`config.mk`:
```
export PLATFORM = sky130hd
export DESIGN_NAME = crc32_word_block
export DESIGN_NICKNAME = d
export VERILOG_FILES = /design/src/rtl/crcw_pkg.sv /design/src/rtl/crcw_table.sv /design/src/rtl/crc32_word_block.sv
export VERILOG_INCLUDE_DIRS = /design/src /design/src/rtl
export SDC_FILE = /design/constraint.sdc
export NUM_CORES = 2
export LEC_CHECK = 0
export BUFFER_PORTS_ARGS = -buffer_cell sky130_fd_sc_hd__buf_2
export CAP_MARGIN = 5
export CORE_UTILIZATION = 55
export CTS_CLUSTER_DIAMETER = 30
export CTS_CLUSTER_SIZE = 10
export DETAILED_ROUTE_END_ITERATION = 8
export PLACE_DENSITY = 0.71
export SLEW_MARGIN = 20
export SYNTH_ARGS = -nofsm -noshare
export SYNTH_HDL_FRONTEND = slang
export SYNTH_SLANG_ARGS = --single-unit
export TNS_END_PERCENT = 1
```
`constraint.sdc`:
```
create_clock -name clk -period 9.65 [get_ports clk]
set_clock_uncertainty 0.15 [all_clocks]
set_input_delay 0.965 -clock clk [delete_from_list [all_inputs] [get_ports clk]]
set_output_delay 0.965 -clock clk [all_outputs]
set_load 0.02 [all_outputs]
```
`src/rtl/assert_macros.svh`:
```
// Assertion macros used by the RTL file crc32_word_block.
`ifndef ASSERT_MACROS_SVH
`define ASSERT_MACROS_SVH

// Check that a condition implies another one in the same cycle.
`define ASSERT_SAME(label, clk, rst_n, ante, cons) \
  label: assert property (@(posedge clk) disable iff (!rst_n) (ante) |-> (cons)) \
    else $error("same-cycle implication failed");

// Check that a condition implies another one in the next cycle.
`define ASSERT_NEXT(label, clk, rst_n, ante, cons) \
  label: assert property (@(posedge clk) disable iff (!rst_n) (ante) |=> (cons)) \
    else $error("next-cycle implication failed");

`endif

```
`src/rtl/crcw_pkg.sv`:
```
`default_nettype none

package crcw_pkg;

  localparam int WORD_W = 32;
  localparam int CNT_W = $clog2(WORD_W);
  localparam int CFG_IDX_W = 4;

  typedef logic [WORD_W-1:0] word_t;
  typedef word_t [WORD_W-1:0] cols_t;
  typedef logic [CNT_W-1:0] cnt_t;
  typedef logic [CFG_IDX_W-1:0] cfg_idx_t;

  // Register indexes of the configuration port
  localparam cfg_idx_t REG_POLY = cfg_idx_t'(0);
  localparam cfg_idx_t REG_START = cfg_idx_t'(1);

  localparam word_t ALL_ONES = 32'hFFFF_FFFF;
  localparam word_t DEFAULT_POLY = 32'h04C1_1DB7;
  localparam cnt_t CNT_LAST = cnt_t'(WORD_W - 1);

  // Reverse the bit order of a word
  function automatic word_t reflect_word(word_t v);
    word_t r;
    for (int k = 0; k < WORD_W; k++) begin
      r[k] = v[WORD_W-1-k];
    end
    return r;
  endfunction

  // Multiply by x modulo the generator
  function automatic word_t col_step(word_t t, word_t p);
    word_t r;
    r = {t[WORD_W-2:0], 1'b0} ^ (t[WORD_W-1] ? p : '0);
    return r;
  endfunction

  // Apply the 32-step fold matrix to a word: XOR of the selected columns
  function automatic word_t mat_apply(cols_t c, word_t x);
    word_t acc;
    acc = '0;
    for (int j = 0; j < WORD_W; j++) begin
      acc = acc ^ (x[j] ? c[j] : '0);
    end
    return acc;
  endfunction

endpackage

`default_nettype wire

```
`src/rtl/crcw_table.sv`:
```
`default_nettype none

// Holds the polynomial and the columns x^(32+j) mod G of the fold matrix.
// Rebuilds the columns one per cycle after reset and after each write.
module crcw_table (
  input  wire                logic           clk,
  input  wire                logic           rst_n,
  input  wire                logic           poly_we,
  input  wire                crcw_pkg::word_t poly_wdata,
  output logic               busy,
  output crcw_pkg::cols_t    cols
);

  crcw_pkg::word_t poly_r;
  crcw_pkg::word_t tk_r;
  crcw_pkg::cnt_t  cnt_r;
  logic            busy_r;
  crcw_pkg::cols_t cols_r;

  // Hold the polynomial and sequence the column sweep
  always_ff @(posedge clk) begin
    if (!rst_n) begin
      poly_r <= crcw_pkg::DEFAULT_POLY;
      tk_r   <= crcw_pkg::DEFAULT_POLY;
      cnt_r  <= '0;
      busy_r <= 1'b1;
    end else if (poly_we) begin
      poly_r <= poly_wdata;
      tk_r   <= poly_wdata;
      cnt_r  <= '0;
      busy_r <= 1'b1;
    end else if (busy_r) begin
      tk_r  <= crcw_pkg::col_step(tk_r, poly_r);
      cnt_r <= cnt_r + crcw_pkg::cnt_t'(1);
      if (cnt_r == crcw_pkg::CNT_LAST) begin
        busy_r <= 1'b0;
      end
    end
  end

  // Store one column per sweep cycle
  always_ff @(posedge clk) begin
    if (busy_r) begin
      cols_r[cnt_r] <= tk_r;
    end
  end

  assign busy = busy_r;
  assign cols = cols_r;

endmodule

`default_nettype wire

```
`src/rtl/crc32_word_block.sv`:
```
// Word-wise reflected CRC-32 over blocks of 32-bit words.
// Input channel: in_word, in_last with in_valid / in_stall; a word transfers
// on a clock edge with in_valid high and in_stall low. The word marked last
// closes the block. Result channel: out_crc_out with out_valid / out_stall,
// one result per block, reflected CRC register XOR all ones.
// Configuration: cfg_we, cfg_index, cfg_wdata; index 0 is the polynomial,
// index 1 the start value (also loaded into the CRC register at once).
// The result of a last word is loaded into the output register when that
// word leaves the input register. One word per cycle while in_stall is low;
// the register-to-register path is a 32-column XOR fold matrix applied to
// (CRC ^ reflected word). After reset and after every polynomial write the
// 32 matrix columns are rebuilt one per cycle with in_stall high; reset also
// loads the default polynomial 0x04C11DB7 and start value 0xFFFFFFFF.
// When the receiver stalls, the result is held in the output register and
// words not marked last keep flowing; a last word waits in the input
// register until the output register frees up.
`default_nettype none

`include "assert_macros.svh"

module crc32_word_block (
  input  wire logic                   clk,
  input  wire logic                   rst_n,
  input  wire logic                   in_valid,
  output logic                        in_stall,
  input  wire logic [31:0]            in_word,
  input  wire logic                   in_last,
  output logic                        out_valid,
  input  wire logic                   out_stall,
  output logic [31:0]                 out_crc_out,
  input  wire logic                   cfg_we,
  input  wire crcw_pkg::cfg_idx_t     cfg_index,
  input  wire logic [31:0]            cfg_wdata
);

  logic            s1_vld_r;
  crcw_pkg::word_t word_r;
  logic            last_r;
  crcw_pkg::word_t crc_r;
  crcw_pkg::word_t start_r;
  logic            out_vld_r;
  crcw_pkg::word_t out_crc_r;

  logic            tbl_busy;
  crcw_pkg::cols_t tbl_cols;
  logic            poly_we;
  logic            start_we;
  logic            out_free;
  logic            s1_go;
  logic            in_xfer;
  crcw_pkg::word_t fold_nxt;

  assign poly_we  = cfg_we && (cfg_index == crcw_pkg::REG_POLY);
  assign start_we = cfg_we && (cfg_index == crcw_pkg::REG_START);

  crcw_table u_table (
    .clk        (clk),
    .rst_n      (rst_n),
    .poly_we    (poly_we),
    .poly_wdata (cfg_wdata),
    .busy       (tbl_busy),
    .cols       (tbl_cols)
  );

  // Advance the input register when its word can be folded
  assign out_free = !out_vld_r || !out_stall;
  assign s1_go    = s1_vld_r && (!last_r || out_free);
  assign in_stall = tbl_busy || (s1_vld_r && !s1_go);
  assign in_xfer  = in_valid && !in_stall;

  // Fold one word through the precomputed matrix
  assign fold_nxt = crcw_pkg::mat_apply(tbl_cols, crc_r ^ crcw_pkg::reflect_word(word_r));

  // Hold the input register
  always_ff @(posedge clk) begin
    if (!rst_n) begin
      s1_vld_r <= 1'b0;
    end else if (in_xfer) begin
      s1_vld_r <= 1'b1;
    end else if (s1_go) begin
      s1_vld_r <= 1'b0;
    end
  end

  always_ff @(posedge clk) begin
    if (in_xfer) begin
      word_r <= in_word;
      last_r <= in_last;
    end
  end

  // Update the running CRC and the start value
  always_ff @(posedge clk) begin
    if (!rst_n) begin
      start_r <= crcw_pkg::ALL_ONES;
      crc_r   <= crcw_pkg::ALL_ONES;
    end else if (start_we) begin
      start_r <= cfg_wdata;
      crc_r   <= cfg_wdata;
    end else if (s1_go) begin
      crc_r <= last_r ? start_r : fold_nxt;
    end
  end

  // Load the result register on a last word, drop it once transferred
  always_ff @(posedge clk) begin
    if (!rst_n) begin
      out_vld_r <= 1'b0;
    end else if (s1_go && last_r) begin
      out_vld_r <= 1'b1;
    end else if (!out_stall) begin
      out_vld_r <= 1'b0;
    end
  end

  always_ff @(posedge clk) begin
    if (s1_go && last_r) begin
      out_crc_r <= crcw_pkg::reflect_word(fold_nxt) ^ crcw_pkg::ALL_ONES;
    end
  end

  assign out_valid   = out_vld_r;
  assign out_crc_out = out_crc_r;

  `ASSERT_SAME(a_busy_stalls, clk, rst_n, tbl_busy, in_stall)
  `ASSERT_NEXT(a_last_gives_result, clk, rst_n, s1_go && last_r, out_vld_r)
  `ASSERT_NEXT(a_plain_word_no_result, clk, rst_n, s1_go && !last_r && out_free, !out_vld_r)
  `ASSERT_SAME(a_last_waits_for_room, clk, rst_n, s1_vld_r && last_r && !out_free, in_stall)

endmodule

`default_nettype wire

```
# Yosys cells after proc, flatten, opt, wreduce, memory -nomap -nowiden
# Cells that the tools add are included.
word_totals:
  regBits: 1225
  inputBits: 74
  elab_cells: 151
op_classes:
  n_addsub: 1
  magnitude_cmp: 2
  eq_ne: 3
  mux: 47
  n_bitwise: 35
  n_reduce_logical: 20
op_table:
  columns: ["operator", "count"]
  rows:
  - ["$mux 32", 39]
  - ["$xor 32x32->32", 33]
  - ["$bwmux 1024", 1]
  - ["$demux 32 s5", 1]
  - ["$not 32->32", 1]
  - ["$logic_and 1x1->1", 7]
  - ["$lt 5x6->1 const B", 1]
  - ["$mux 1", 6]
  - ["$reduce_bool 2->1", 3]
  - ["$add 5x1->5 const B", 1]
  - ["$eq 5x5->1 const B", 1]
  - ["$ge 5x1->1 const B", 1]
  - ["$logic_not 1->1", 5]
  - ["$eq 4x1->1 const B", 1]
  - ["$logic_not 4->1", 1]
  - ["$logic_or 1x1->1", 3]
  - ["$ne 2x1->1 const B", 1]
  - ["$reduce_or 2->1", 1]
  - ["$not 1->1", 1]

# Longest topological paths before layout
depth:
  ltp_word: 36
  depth_mapped: 9
  mapped_depth_nobuf: 8

# Hierarchy
# A second synthesis with hierarchy kept.
hier_totals:
  hier_cells: 4622
  area_unflattened_um2: 59340.7
modules_own_cells:
  columns: ["mod", "instances", "cells_per_inst", "area_each_um2", "seq_area_each_um2"]
  rows:
  - ["crcw_table", 1, 1438, 34224.1, 32150.8]
  - ["crc32_word_block", 1, 3184, 25116.6, 3273.1]

# Least setup slack after synthesis
# Ideal clock, no wire load.
synth_path:
  path_kind: "input-to-reg"
  startpoint: "input out_stall"
  endpoint: "register crc_r[10]"
  arrival_time_ns: 3.521
  required_ns: 9.430
  path_slack_ns: 5.909
  cell_stages: 6
  path_buffers: 2
  cell_sequence: "a21oi_1 -> and2_1 -> clkbuf_1 -> clkbuf_1 -> a221oi_1 -> o21ai_1"
synth_between:
  elab_chain_cells: 5
synth_lines:
  columns: ["element", "line_no", "rtl"]
  rows:
  - ["from (decl)", "crc32_word_block.sv:29", "input wire logic out_stall,"]
  - ["$logic_not 1->1", null, null]
  - ["$logic_or 1x1->1", "crc32_word_block.sv:66", "assign out_free = !out_vld_r || !out_stall;"]
  - ["$logic_or 1x1->1", "crc32_word_block.sv:67", "assign s1_go = s1_vld_r && (!last_r || out_free);"]
  - ["$logic_and 1x1->1", "crc32_word_block.sv:67", null]
  - ["$reduce_bool 2->1 (no line)", null, null]
  - ["to (signal assigned)", "crc32_word_block.sv:96", "crc_r <= crcw_pkg::ALL_ONES;"]
  - ["to (signal assigned)", "crc32_word_block.sv:99", "crc_r <= cfg_wdata;"]
  - ["to (signal assigned)", "crc32_word_block.sv:101", "crc_r <= last_r ? start_r : fold_nxt;"]
  - ["to (decl)", "crc32_word_block.sv:39", "crcw_pkg::word_t crc_r;"]
# Every way passes these cells.
# A chain may end at the register's enable or synchronous reset.

# Worst setup path after layout
layout_path:
  startpoint: "register crc_r[2]"
  endpoint: "register out_crc_r[2], in the netlist out_crc_out[2], data pin"
layout_between:
  elab_chain_cells: 33
layout_lines:
  columns: ["element", "line_no", "rtl"]
  rows:
  - ["$xor 32x32->32", "crc32_word_block.sv:72", "assign fold_nxt = crcw_pkg::mat_apply(tbl_cols, crc_r ^ crcw_pkg::reflect_word(word_r));"]
  - ["$mux 32", "crcw_pkg.sv:43", "acc = acc ^ (x[j] ? c[j] : '0);"]
  - ["$xor 32x32->32 (30 in a row)", "crcw_pkg.sv:43", null]
  - ["$not 32->32 (no line)", null, null]
  - ["to (signal assigned)", "crc32_word_block.sv:118", "out_crc_r <= crcw_pkg::reflect_word(fold_nxt) ^ crcw_pkg::ALL_ONES;"]
  - ["to (decl)", "crc32_word_block.sv:42", "crcw_pkg::word_t out_crc_r;"]
# Every way passes these cells.

==> metrics.txt <==
run status=complete, no violations; hold crit path type=in2reg; post-synthesis mux area share=0.0003829; cell family with most CP delay=XOR/XNOR gates; required time of the critical path=9.97 ns; via count of the first global-routing pass=31920; Pwr Density=234.6 mW/mm^2; R2R cell count=8; most used cells in the layout excluding fill and tap cells=nand2_1 (1212), edfxtp_1 (1089), xnor2_1 (723); unrepaired setup endpoints after global routing=false; mapped cell area=0.05229 mm^2; met3 wire len=19.29 mm; crit path kind=reg2reg; Final Hold Fails=0; width of the die=310.3 um; Detailed Route WL=160.3 mm; crit start category=register; Buf/Inv on CP=1; CTS sink count=1225; combinational fraction of design power=0.057; Die ar.=0.09631 mm^2; slowest CP cell=xnor2_1; Slew headroom=0.1939; clock-pin slew on the worst setup and hold paths=0.05 ns; met2 routed WL=74.09 mm; antenna violations before repair=3; top cells by area, synth=edfxtp_1 (63%), xnor2_1 (12%), nand2_1 (8.7%), dfxtp_1 (5.2%), xor2_1 (4.9%); Slew @ Worst Pin=1.206 ns; max layer used=met4; Clk Latency, worst-skew pair=0.80 ns; synth unique cells=35; reg2reg end=out_crc_out[2]$_DFFE_PP_; CTS Hold Bufs=0; sequential share of power=0.408; sequential fraction of the synthesis area=0.6775; GR Overflow Total=0; synth-to-layout area growth=19.57%; leakage=0.02140 uW; CTS tree=yes; port buffer count=107; clock power share=0.534; Setup crit end kind=register; Post CTS Setup Buffer Count=0; Final nets=4269; fin cells=5631; Vias/cell=5.777; FF-to-FF Start=crc_r[2]$_SDFFE_PN1P_; Synth top area share=0.6254; first-pass GRT wire length=223.1 mm; Compound-Gate Fraction of Synth Area=0.02601; post-detail-place hpwl=88.54 mm; Post-Synth Adder-Cell Area=0.001196; multi-input logic area=0.01661 mm^2; XOR/XNOR Fraction of Synth Area=0.1832; Placeable Area=0.09375 mm^2; WHS Endpoint=word_r[7]$_DFFE_PP_; maximum vdd drop=0.0001866 V; Fin Setup TNS=0 ns; Placed Cells incl. Taps=5230; largest family of logic cells by synthesized area=XOR/XNOR gates; Synth Instances=3922; Register Area=0.03545 mm^2; # IOs=108; min cycle time layout=3.735 ns; Max-cap violations=0; Power Internal=11360 uW; GRT Util Overall=0.3354; layout filler cell count=6346; Remaining DRCs=0; Synth warnings=0; fmax=267.8 MHz; Sw Ratio=0.2260; Syn Nets=4001; Final Max Tran Viols=0; 1st-pass router iterations=6; routed length per instance=28.46 um; Longest Clk Path Bufs=3; final core occ=0.6669; most common cell after layout, fill and taps aside=nand2_1; dominant cell type by area after synthesis=edfxtp_1; Initial Util=0.5577; pin count of the biggest net entering global routing=88; Min-Delay Startpoint=in_word[7]; CTS H-tree lvls=4; Vias=32530; num rows=112; Syn Area/Cell=13.33 um^2; Final Setup Violations=0; arrival time at the worst endpoint=4.05 ns; R2R Setup Slk=5.92 ns; DRT met1 WL=59.99 mm; Hold Path Stages=1; clock root cell=clkbuf_16; net switching power=3315 uW; critical-path maximum fanout=32; Yosys reg bits=1225; max incr delay on CP=0.72 ns; Starting DRT DRC Count=4804; number of CTS-inserted buffers=212; fraction of the mapped netlist area in simple logic gates=0.09404; period utilization=0.3870; worst-path cell chain=xor2_4 -> buf_4 -> nand2_1 -> xnor2_1 -> xnor2_1 -> xnor2_1 -> xnor2_1 -> xnor2_1; GPL Wtd Cong=0.8411; layout cells sized above 1=0.1527; CTS resizes=0; Die H=310.3 um; post-route ant nets=0; cell mode on critical path=xnor2_1
==> cells by family (layout without fill, tap and decap cells) <==
logic type,count (synthesis),in the layout
AOI/OAI and AO/OA,197,197
and+or+nand+nor,1285,1285
buffers and inverters,151,604
other,0,2
xor gates and xnor gates,1057,1057
muxes,2,2
adders and majority gates,5,5
DFF,1225,1225
==> layout make-up <==
type / count / area share
Sequential cell: 1225 / 0.5670
Multi-Input combinational cell: 2546 / 0.2656
Clock buffer: 247 / 0.08941
Clock inverter: 152 / 0.03162
Tap cell: 1254 / 0.02509
Timing Repair Buffer: 203 / 0.02105
Inverter: 2 / 0.0001201
Antenna cell: 2 / 0.00008005
==> power groups by stage <==
stage	registers, uW	clock network [uW]	logic, uW
global route	5990	8100	867
CTS	5990	7850	821
finish	5990	7840	842
floorplan	6050	0	472
global placement	6080	0	805
detailed placement	6090	0	814
==> through the flow <==
step	instance area (um^2)	hold WS [ns]	setup slack, ns	power, uW
after floorplan	52290	0.2725	5.909	6524
after global placement	54860	0.2798	5.479	6888
after detailed placement	54950	0.2828	5.553	6901
after CTS	62510	0.1662	6.053	14660
after global routing	62520	0.1861	5.884	14960
final	62520	0.2014	5.915	14670
==> how the worst max path moves through the flow <==
stage	start	endpoint	slack, ns	cells past startpoint
finish	crc_r[2]$_SDFFE_PN1P_	out_crc_out[2]$_DFFE_PP_	5.92	8
global route	cfg_index[1]	crc_r[2]$_SDFFE_PN1P_	5.88	8
CTS	crc_r[2]$_SDFFE_PN1P_	out_crc_out[2]$_DFFE_PP_	6.05	8
detailed placement	cfg_index[1]	crc_r[2]$_SDFFE_PN1P_	5.55	8
global placement	cfg_index[1]	crc_r[2]$_SDFFE_PN1P_	5.48	8
floorplan	out_stall	crc_r[10]$_SDFFE_PN1P_	5.91	6
==> flip-flops by register name, summed over array words and instances, names as in the netlist <==
register,flops
u_table.busy,1
start_r,32
u_table.cols,1024
out_valid,1
u_table.cnt_r,5
crc_r,32
out_crc_out,32
word_r,32
s1_vld_r,1
u_table.poly_r,32
u_table.tk_r,32
last_r,1
==> Yosys cell counts (all sizes together) <==
| master | count |
|---|---|
| nand2 | 1222 |
| edfxtp | 1089 |
| xnor2 | 737 |
| xor2 | 320 |
| dfxtp | 136 |
| buf | 105 |
| o21ai | 59 |
| a21boi | 51 |
| clkbuf | 44 |
| nor2 | 38 |
| a21o | 32 |
| a221oi | 32 |
| o211ai | 18 |
| ha | 5 |
| nand3 | 5 |
| a21oi | 4 |
| nand2b | 4 |
| nand3b | 4 |
| nor2b | 3 |
| and2 | 2 |
| inv | 2 |
| mux2i | 2 |
| nand4 | 2 |
| or3b | 2 |
| a31oi | 1 |
| and3 | 1 |
| nor4b | 1 |
| or3 | 1 |
==> per-layer routing <==
metal | vias up | track usage
met5 | - | 0
met4 | 0 | 0.1497
met3 | 379 | 0.07560
met2 | 2205 | 0.5288
met1 | 16160 | 0.4464
li1 | 13790 | -
(Power assumes the default switching activity.)
